## config.mk

```make
export PLATFORM = sky130hd
export DESIGN_NAME = key_click_gesture_detector_unit
export DESIGN_NICKNAME = d
export VERILOG_FILES = /design/src/hw/rtl/kcgd_pkg.sv /design/src/hw/rtl/kcgd_decide.sv /design/src/hw/rtl/key_click_gesture_detector_unit.sv
export SDC_FILE = /design/constraint.sdc
export NUM_CORES = 1
export LEC_CHECK = 0
export BUFFER_PORTS_ARGS = -buffer_cell sky130_fd_sc_hd__clkbuf_2
export CAP_MARGIN = 40
export CORE_ASPECT_RATIO = 0.7
export CORE_MARGIN = 5
export CORE_UTILIZATION = 60
export CTS_CLUSTER_SIZE = 30
export DETAILED_ROUTE_END_ITERATION = 6
export GPL_TIMING_DRIVEN = 0
export PLACE_DENSITY = 0.88
export SKIP_CTS_REPAIR_TIMING = 1
export SYNTH_ARGS = -nofsm -noshare
export SYNTH_HDL_FRONTEND = slang
export SYNTH_HIERARCHICAL = 1
export SYNTH_SLANG_ARGS = --single-unit
```

## constraint.sdc

```tcl
create_clock -name clock -period 8.25 [get_ports clock]
set_clock_uncertainty 0.2 [all_clocks]
set_input_delay 1.65 -clock clock [delete_from_list [all_inputs] [get_ports clock]]
set_output_delay 1.65 -clock clock [all_outputs]
set_load 0.01 [all_outputs]
```

## src/hw/rtl/kcgd_pkg.sv

```systemverilog
// ----------------------------------------------------------------------------
// kcgd_pkg
// Item types, state type and codes shared by the key click gesture detector.
// ----------------------------------------------------------------------------
package kcgd_pkg;

   localparam int unsigned CodeWidth   = 10;
   localparam int unsigned TimeWidth   = 32;
   localparam int unsigned WindowWidth = 16;

   localparam logic [WindowWidth-1:0] WINDOW_RESET = 16'd300;

   localparam logic OP_EVENT = 1'b0;
   localparam logic OP_TICK  = 1'b1;

   localparam logic [1:0] VALUE_RELEASE = 2'd0;
   localparam logic [1:0] VALUE_PRESS   = 2'd1;
   localparam logic [1:0] VALUE_REPEAT  = 2'd2;

   localparam logic [1:0] ACTION_SINGLE = 2'd0;
   localparam logic [1:0] ACTION_DOUBLE = 2'd1;
   localparam logic [1:0] ACTION_LONG   = 2'd2;

   typedef struct packed {
      logic                 op;
      logic [CodeWidth-1:0] key_id;
      logic [1:0]           key_state;
      logic [TimeWidth-1:0] event_time_ms;
   } req_item_type;

   typedef struct packed {
      logic                 gesture_valid;
      logic [1:0]           action;
      logic [CodeWidth-1:0] gesture_code;
      logic [TimeWidth-1:0] long_press_ms;
   } rsp_item_type;

   typedef struct packed {
      logic                 valid;
      logic [CodeWidth-1:0] code;
      logic [1:0]           value;
      logic [TimeWidth-1:0] press_time;
   } cache_type;

endpackage

```

## src/hw/rtl/kcgd_decide.sv

```systemverilog
// ----------------------------------------------------------------------------
// kcgd_decide
// Gesture decision for one item against the cached key: result and next cache.
// ----------------------------------------------------------------------------
module kcgd_decide (
   input  kcgd_pkg::req_item_type               item,
   input  kcgd_pkg::cache_type                  cache,
   input  logic [kcgd_pkg::WindowWidth-1:0]     window,
   output kcgd_pkg::rsp_item_type               result,
   output kcgd_pkg::cache_type                  cache_next
);

   logic [kcgd_pkg::TimeWidth-1:0] held;
   logic                           same;
   logic                           late;

   always_comb begin
      held = item.event_time_ms - cache.press_time;
      same = cache.valid && (cache.code == item.key_id);
      late = held > {{(kcgd_pkg::TimeWidth - kcgd_pkg::WindowWidth){1'b0}}, window};
      cache_next = cache;
      result     = '0;
      if (item.op == kcgd_pkg::OP_TICK) begin
         if (cache.valid && cache.value == kcgd_pkg::VALUE_RELEASE) begin
            result.gesture_valid = 1'b1;
            result.action        = kcgd_pkg::ACTION_SINGLE;
            result.gesture_code  = cache.code;
            cache_next.valid     = 1'b0;
         end
      end else begin
         case (item.key_state)
            kcgd_pkg::VALUE_PRESS: begin
               if (!cache.valid) begin
                  cache_next.valid      = 1'b1;
                  cache_next.code       = item.key_id;
                  cache_next.value      = kcgd_pkg::VALUE_PRESS;
                  cache_next.press_time = item.event_time_ms;
               end else if (same) begin
                  result.gesture_valid = 1'b1;
                  result.gesture_code  = item.key_id;
                  if (late) begin
                     result.action         = kcgd_pkg::ACTION_SINGLE;
                     cache_next.press_time = item.event_time_ms;
                     cache_next.value      = kcgd_pkg::VALUE_PRESS;
                  end else begin
                     result.action    = kcgd_pkg::ACTION_DOUBLE;
                     cache_next.valid = 1'b0;
                  end
               end else begin
                  // flush the other key
                  result.gesture_valid = 1'b1;
                  result.gesture_code  = cache.code;
                  if (cache.value == kcgd_pkg::VALUE_REPEAT) begin
                     result.action        = kcgd_pkg::ACTION_LONG;
                     result.long_press_ms = held;
                  end else begin
                     result.action = kcgd_pkg::ACTION_SINGLE;
                  end
                  cache_next.valid      = 1'b1;
                  cache_next.code       = item.key_id;
                  cache_next.value      = kcgd_pkg::VALUE_PRESS;
                  cache_next.press_time = item.event_time_ms;
               end
            end
            kcgd_pkg::VALUE_RELEASE: begin
               if (same) begin
                  if (cache.value == kcgd_pkg::VALUE_REPEAT) begin
                     result.gesture_valid = 1'b1;
                     result.action        = kcgd_pkg::ACTION_LONG;
                     result.gesture_code  = cache.code;
                     result.long_press_ms = held;
                     cache_next.valid     = 1'b0;
                  end else if (late) begin
                     result.gesture_valid = 1'b1;
                     result.action        = kcgd_pkg::ACTION_SINGLE;
                     result.gesture_code  = cache.code;
                     cache_next.valid     = 1'b0;
                  end
                  cache_next.value = kcgd_pkg::VALUE_RELEASE;
               end
            end
            kcgd_pkg::VALUE_REPEAT: begin
               if (same) begin
                  cache_next.value     = kcgd_pkg::VALUE_REPEAT;
                  result.gesture_valid = 1'b1;
                  result.action        = kcgd_pkg::ACTION_LONG;
                  result.gesture_code  = cache.code;
                  result.long_press_ms = held;
               end else begin
                  if (cache.valid && cache.value == kcgd_pkg::VALUE_RELEASE) begin
                     result.gesture_valid = 1'b1;
                     result.action        = kcgd_pkg::ACTION_SINGLE;
                     result.gesture_code  = cache.code;
                  end
                  cache_next.valid      = 1'b1;
                  cache_next.code       = item.key_id;
                  cache_next.value      = kcgd_pkg::VALUE_REPEAT;
                  cache_next.press_time = item.event_time_ms;
               end
            end
            default: begin
            end
         endcase
      end
   end

endmodule

```

## src/hw/rtl/key_click_gesture_detector_unit.sv

```systemverilog
// path: an accepted item is registered in the input stage, then its result in the output stage
// throughput: one item per cycle while the result is not stalled, as the cache is updated with each item
// reset: synchronous, clears both stages, the cached key and sets the window to 300 ms
// ----------------------------------------------------------------------------
// key_click_gesture_detector_unit
// Turns timestamped key events and timeout ticks into single, double and
// long click gestures for one cached key.
// ----------------------------------------------------------------------------
module key_click_gesture_detector_unit (
   input  logic                               clock,
   input  logic                               reset,
   input  logic                               req_valid,
   output logic                               req_stall,
   input  kcgd_pkg::req_item_type             req_item,
   output logic                               rsp_valid,
   input  logic                               rsp_stall,
   output kcgd_pkg::rsp_item_type             rsp_item,
   input  logic                               csr_write_enable,
   input  logic [kcgd_pkg::WindowWidth-1:0]   csr_write_data
);

   logic                             in_valid_ff;
   logic                             in_valid_in;
   kcgd_pkg::req_item_type           in_item_ff;
   logic                             rsp_valid_ff;
   logic                             rsp_valid_in;
   kcgd_pkg::rsp_item_type           rsp_item_ff;
   kcgd_pkg::cache_type              cache_ff;
   kcgd_pkg::cache_type              cache_in;
   logic [kcgd_pkg::WindowWidth-1:0] window_ff;
   kcgd_pkg::rsp_item_type           result;
   logic                             advance;
   logic                             req_take;

   kcgd_decide u_decide (
      .item       (in_item_ff),
      .cache      (cache_ff),
      .window     (window_ff),
      .result     (result),
      .cache_next (cache_in)
   );

   assign advance      = in_valid_ff && (!rsp_valid_ff || !rsp_stall);
   assign req_stall    = in_valid_ff && !advance;
   assign req_take     = req_valid && !req_stall;
   assign in_valid_in  = req_take || (in_valid_ff && !advance);
   assign rsp_valid_in = advance || (rsp_valid_ff && rsp_stall);

   always_ff @(posedge clock) begin
      if (reset) begin
         in_valid_ff  <= 1'b0;
         rsp_valid_ff <= 1'b0;
         cache_ff     <= '0;
         window_ff    <= kcgd_pkg::WINDOW_RESET;
      end else begin
         in_valid_ff  <= in_valid_in;
         rsp_valid_ff <= rsp_valid_in;
         if (advance) begin
            cache_ff <= cache_in;
         end
         if (csr_write_enable) begin
            window_ff <= csr_write_data;
         end
      end
   end

   always_ff @(posedge clock) begin
      if (req_take) begin
         in_item_ff <= req_item;
      end
      if (advance) begin
         rsp_item_ff <= result;
      end
   end

   assign rsp_valid = rsp_valid_ff;
   assign rsp_item  = rsp_item_ff;

endmodule

```

==> run summary, run 1 <==
clk root buf: clkbuf_16
DRT met1 WL: 10500 µm
Avg Inst Size Synth: 9.75 µm²
CP Max Fanout: 10
Hold Crit Class: register to register
Power Density: 184 nW/µm²
fmax: 0.162 GHz
area grow syn2layout: 15.4%
Worst R2R End: cache_ff[30]
1st-iter DRT viols: 1023
Crit path required time: 8360 ps
CTS tree: yes
DRC violations left: 0
Setup TNS Final: 0 ps
CORE AREA: 15500 µm²
ANT cells: 0
CP endpoint: cache_ff[30]
vias per cell: 6.10
post-synthesis sequential area ratio: 0.422
CP Capture Type: register
status: finished clean
Tmin final: 6170 ps
Crit Path Class: register to register
wire length on met2: 10100 µm
Gate Count Post-Synth: 964
RSZ-0062 raised after global routing: false
Max-cap violations: 0
Die Ht: 115 µm
Die X: 160 µm
Pleak: 4.23 nW
WP data arrival: 6280 ps
Net Count, Synth: 1082
first-pass GRT wire length: 37900 µm
vias in the first global route: 7547
fin cells: 1308
Initial Util: 0.609
layout cell share with drive strength beyond 1: 0.162
PnR worst setup slack: 2080 ps
worst-case reg-to-reg path depth: 21
fillers: 1118
Final setup viols: 0
dominant synthesized flop cell: edfxtp_1
drt wl/cell: 18.1 µm
pre-CTS setup slack: 2370 ps
storage element area: 3960 µm²
r2r setup slk: 2080 ps
Top Metal Used: met4
Worst Tran Pin Value: 878 ps
global placer's final weighted congestion: 0.968
met3 wire length: 2510 µm
area of the multi-input gates: 4890 µm²
net count reported at finish: 1213
EDFF count, synth: 90
total iterations of the first detailed-routing run: 7
largest net degree at the start of global routing: 55
Slew Limit Fails: 0
Yosys reg bits: 153
Mapped Area: 9400 µm²
routed via count: 7975
Syn. warnings: 6
placed cell count: 1276
port buffer count: 111
worst hold slack: 295 ps
fraction of the cycle the final worst path needs: 0.748
CTS Sinks: 153
Peak VDD IR: 127 µV
GRT overflow: 0
synth unique cells: 71
initial antenna violation count: 1
CTS max path bufs: 2
post-DP HPWL: 17400 µm
Rows: 38
CTS HTree Levels: 4
Hold Violations, Final: 0
CP Launch Type: register
full die area: 18300 µm²
clock slew at reported path FFs: 70 ps
# IOs: 113
Post-Route WL: 23600 µm
clock latency at the later pin of the worst-skew pair: 430 ps
GRT Total Usage: 0.256
Detail Route Antenna Nets: 0
crit path from: in_item_ff[0]
max_slew headroom: 0.411
CTS Buf Count: 17
worst r2r src: in_item_ff[0]
FFs w/ async S/R, synth: 0
registers in the layout (all words and copies together), names as in the netlist:
name / count
cache_ff: 45
rsp_item: 45
in_item_ff: 45
in_valid_ff: 1
window_ff: 16
rsp_valid: 1
worst max-delay path, cell delays in order (launching register included):
cell and delay (ps):
edfxtp_1 350, inv_1 60, ha_1 220, fa_1 400
nand2b_1 190, a21oi_1 450, o21ai_0 290, and2_1 280
xnor2_1 170, ha_1 280, and4_1 220, nand3_1 180
nor4_1 520, a21oi_1 160, a2111oi_1 460, nand4_1 370
nor4_4 370, o22ai_2 220, buf_2 250, a22o_1 230
nand2b_1 90, mux2i_1 70
final cells by class:
cell class,instances,area share
multi-input combinational,701,0.451
sequential,153,0.365
timing repair buffer,112,0.0531
clock buffer,18,0.0396
buffer,50,0.0302
tap,200,0.0231
inverter,60,0.0208
clock inverter,14,0.0170
synth_stat cells, drive strengths merged, types with 3 or more instances:
library cell	instances	area share
o21bai	6	0.0048
a31oi	13	0.0086
a21o	13	0.011
mux2i	58	0.062
buf	24	0.024
o211ai	10	0.0080
and4	3	0.0028
a22o	24	0.022
nor2	71	0.028
o22ai	4	0.0033
a211oi	5	0.0040
nor2b	25	0.017
a221o	21	0.022
xnor2	17	0.016
and2	4	0.0027
nand2b	98	0.065
or3	3	0.0020
ha	51	0.068
or4	4	0.0032
a21oi	38	0.021
o21a	7	0.0056
o21ai	41	0.022
xor2	15	0.014
nor3	13	0.0069
inv	60	0.024
nand4	16	0.011
nand3	14	0.0075
nand2	71	0.028
o31ai	3	0.0024
edfxtp	90	0.29
o211a	3	0.0032
nor4	6	0.0056
and3	7	0.0047
a211o	6	0.0056
nand3b	3	0.0024
clkbuf	26	0.010
dfxtp	63	0.13
placed cells by master, fill, tap and decap left out, types with 25 or more instances in the layout:
cell / n
edfxtp_1: 90
mux2i_1: 58
o21ai_0: 38
nor2_1: 70
a21oi_1: 36
nand2_1: 71
clkbuf_1: 27
inv_1: 60
ha_1: 51
nand2b_1: 98
dfxtp_1: 63
clkbuf_2: 111
nor2b_1: 25
power breakdown:
| group | internal [mW] | total, mW | leakage (nW) | switching, mW |
|---|---|---|---|---|
| registers | 0.841 | 0.863 | 1.36 | 0.0217 |
| logic | 0.132 | 0.317 | 2.58 | 0.185 |
| clock network | 0.484 | 0.818 | 0.293 | 0.334 |
| total | 1.46 | 2.00 | 4.23 | 0.541 |
cells by family (layout without fill, tap and decap cells):
family,Yosys count,count (layout),share of synthesized area
AND/OR/NAND/NOR,345,345,0.193
AO/OA/AOI/OAI,214,214,0.165
flip-flops,153,153,0.422
buffers and inverters,110,254,0.0588
multiplexers,58,58,0.0617
adder cells (fa/ha/maj),52,52,0.0700
XOR/XNOR,32,32,0.0298
layer usage:
layer	global-route usage	vias up
li1	-	3752
met1	0.359	3749
met2	0.394	425
met3	0.0659	49
met4	0.0838	0
met5	0	-
worst min-delay path by stage:
stage	from	endpoint	slack, ps	depth (start not counted)
finish	cache_ff[27]	cache_ff[27]	290	2
detailed placement	cache_ff[9]	cache_ff[9]	280	2
global route	cache_ff[28]	cache_ff[28]	320	2
CTS	cache_ff[28]	cache_ff[28]	300	2
global placement	cache_ff[30]	cache_ff[30]	270	2
floorplan	window_ff[10]	window_ff[10]	260	2
metrics by stage:
step | util | instance area (µm²) | power (mW)
after CTS | 0.702 | 10800 | 2.00
after floorplan | - | 9400 | 1.09
final | 0.702 | 10800 | 2.00
after global placement | 0.661 | 10200 | 1.18
after global routing | 0.702 | 10800 | 2.07
after detailed placement | 0.662 | 10200 | 1.19
Note: power is estimated with default switching activity, not from simulation.
==> inputs of run 2 (changes only) <==
--- a/config.mk
+++ b/config.mk
@@ -9,11 +9,11 @@
 export CAP_MARGIN = 40
 export CORE_ASPECT_RATIO = 0.7
 export CORE_MARGIN = 5
-export CORE_UTILIZATION = 60
+export CORE_UTILIZATION = 54
 export CTS_CLUSTER_SIZE = 30
 export DETAILED_ROUTE_END_ITERATION = 6
 export GPL_TIMING_DRIVEN = 0
-export PLACE_DENSITY = 0.88
+export PLACE_DENSITY = 0.84
 export SKIP_CTS_REPAIR_TIMING = 1
 export SYNTH_ARGS = -nofsm -noshare
 export SYNTH_HDL_FRONTEND = slang
==> constraint.sdc (replaced) <==
create_clock -name clock -period 5 [get_ports clock]
set_clock_uncertainty 0.2 [all_clocks]
set_input_delay 1 -clock clock [delete_from_list [all_inputs] [get_ports clock]]
set_output_delay 1 -clock clock [all_outputs]
set_load 0.01 [all_outputs]
==> run 2 against run 1 <==
  * The run now ends with negative setup slack left
  * Cell area increased by 3.8%
  * Worst setup slack lost 2400 ps
  * Wire length is 3.1% higher
  * Sequential power increased by 65%
  * Worst hold slack got worse by 2.9 ps
  * Maximum frequency rose by 17%
  * Critical path type unchanged
  * Highest routed layer unchanged
==> run summary, run 2 (synthesized netlist as in run 1, its figures left out) <==
Pleak: 4.36 nW (was 4.23 nW)
fmax: 0.190 GHz (was 0.162 GHz)
Core Util, Final: 0.658 (was 0.702)
GRT Total Usage: 0.232 (was 0.256)
CTS HTree Levels: 4 (unchanged)
clk root buf: clkbuf_16 (unchanged)
CTS max path bufs: 2 (unchanged)
worst hold slack: 292 ps (was 295 ps)
Post-DP Area: 10300 µm² (was 10200 µm²)
max_slew headroom: 0.422 (was 0.411)
# IOs: 113 (unchanged)
status: finished with violations (was finished clean)
drt wl/cell: 18.0 µm (was 18.1 µm)
area grow syn2layout: 19.8% (was 15.4%)
first-pass GRT wire length: 37700 µm (was 37900 µm)
fillers: 1351 (was 1118)
total power: 3.41 mW (was 2.00 mW)
clock latency at the later pin of the worst-skew pair: 440 ps (was 430 ps)
CTS Sinks: 153 (unchanged)
Setup TNS Final: -9080 ps (was 0 ps)
ANT cells: 0 (unchanged)
largest net degree at the start of global routing: 55 (unchanged)
total iterations of the first detailed-routing run: 6 (was 7)
full die area: 20200 µm² (was 18300 µm²)
Crit path required time: 5120 ps (was 8360 ps)
Power Density: 303 nW/µm² (was 184 nW/µm²)
Final setup viols: 46 (was 0)
CTS tree: yes (unchanged)
Rows: 40 (was 38)
global placer's final weighted congestion: 0.956 (was 0.968)
1st-iter DRT viols: 857 (was 1023)
Peak VDD IR: 198 µV (was 127 µV)
Die X: 168 µm (was 160 µm)
CTS Buf Count: 17 (unchanged)
placed cell count: 1307 (was 1276)
PnR worst setup slack: -275 ps (was 2080 ps)
Final Cell Area: 11300 µm² (was 10800 µm²)
DRC violations left: 0 (unchanged)
layout cell share with drive strength beyond 1: 0.197 (was 0.162)
Tmin final: 5280 ps (was 6170 ps)
RSZ-0062 raised after global routing: true (was false)
Crit Path Class: register to register (unchanged)
vias in the first global route: 7345 (was 7547)
Hold Crit Class: register to register (unchanged)
post-DP HPWL: 17300 µm (was 17400 µm)
Max-cap violations: 0 (unchanged)
Worst Tran Pin Value: 861 ps (was 878 ps)
initial antenna violation count: 0 (was 1)
CP Max Fanout: 4 (was 10)
Slew Limit Fails: 0 (unchanged)
vias per cell: 5.90 (was 6.10)
port buffer count: 111 (unchanged)
CP Capture Type: register (unchanged)
net count reported at finish: 1227 (was 1213)
pre-CTS setup slack: -839 ps (was 2370 ps)
clock slew at reported path FFs: 60 ps (was 70 ps)
GRT overflow: 0 (unchanged)
Die Ht: 120 µm (was 115 µm)
fin cells: 1353 (was 1308)
WP data arrival: 5390 ps (was 6280 ps)
Detail Route Antenna Nets: 0 (unchanged)
Initial Util: 0.549 (was 0.609)
most frequent cells in the layout: 111 x clkbuf_2, 97 x nand2b_1, 90 x edfxtp_1 (was 111 x clkbuf_2, 98 x nand2b_1, 90 x edfxtp_1)
Post-Route WL: 24400 µm (was 23600 µm)
r2r setup slk: -280 ps (was 2080 ps)
CORE AREA: 17100 µm² (was 15500 µm²)
Hold Violations, Final: 0 (unchanged)
failing checks: negative setup slack
CP Launch Type: register (unchanged)
leading cell type in the layout, fill and taps excluded: clkbuf_2 (unchanged)
routed via count: 7982 (was 7975)
fraction of the cycle the final worst path needs: 1.06 (was 0.748)
## run 2: cell count changes in the layout (fill, tap and decap cells not counted), sizes merged
cell,before,now
clkinv,3,2
inv,66,63
buf,25,40
clkinvlp,2,3
bufinv,3,5
## run 2: area by class of cell
class / instances / area [µm²] / area share
multi-input cells: 701 / 5080 / 0.451
repair buffers: 128 / 718 / 0.0638
clock inverters: 13 / 216 / 0.0192
flip-flops and latches: 153 / 3960 / 0.352
plain buffers: 48 / 337 / 0.0299
inverters: 60 / 225 / 0.0200
clock buffers: 19 / 433 / 0.0384
well taps: 231 / 289 / 0.0257
## run 2: worst paths after layout
| check | from | end | cells after the start |
|---|---|---|---|
| hold reg to reg | window_ff[13] | window_ff[13] | 2 |
| hold / removal | window_ff[13] | window_ff[13] | 2 |
| setup reg to reg | in_item_ff[0] | cache_ff[0] | 24 |
| setup / recovery | in_item_ff[0] | cache_ff[0] | 24 |
## run 2: metal layers
metal,GRT usage,wire length (µm)
met5,0.0230,0
met4,0.0679,478
met2,0.351,10600
met1,0.329,11000
met3,0.0578,2310
## run 2: where the power goes
part | internal [mW] | switching [mW]
sequential | 1.39 | 0.0365
clock | 0.892 | 0.535
combinational | 0.238 | 0.323
total | 2.52 | 0.894
## run 2: critical path, stage by stage, from the launching register on
cell       delay, ps
edfxtp_1         400
inv_2             80
ha_4             180
fa_2             420
nand2b_4         180
a21oi_4          240
nor2_4            60
o221a_4          270
xnor2_2          140
ha_1             310
and3_4           180
a221o_1          300
a221oi_2         290
a21oi_2          130
a2111oi_4        340
nand4_1          160
buf_6            170
nor4_4           250
buf_4            220
buf_6            100
buf_6             80
nor3_2            30
a221o_1          270
nand2b_1          80
mux2i_1           70
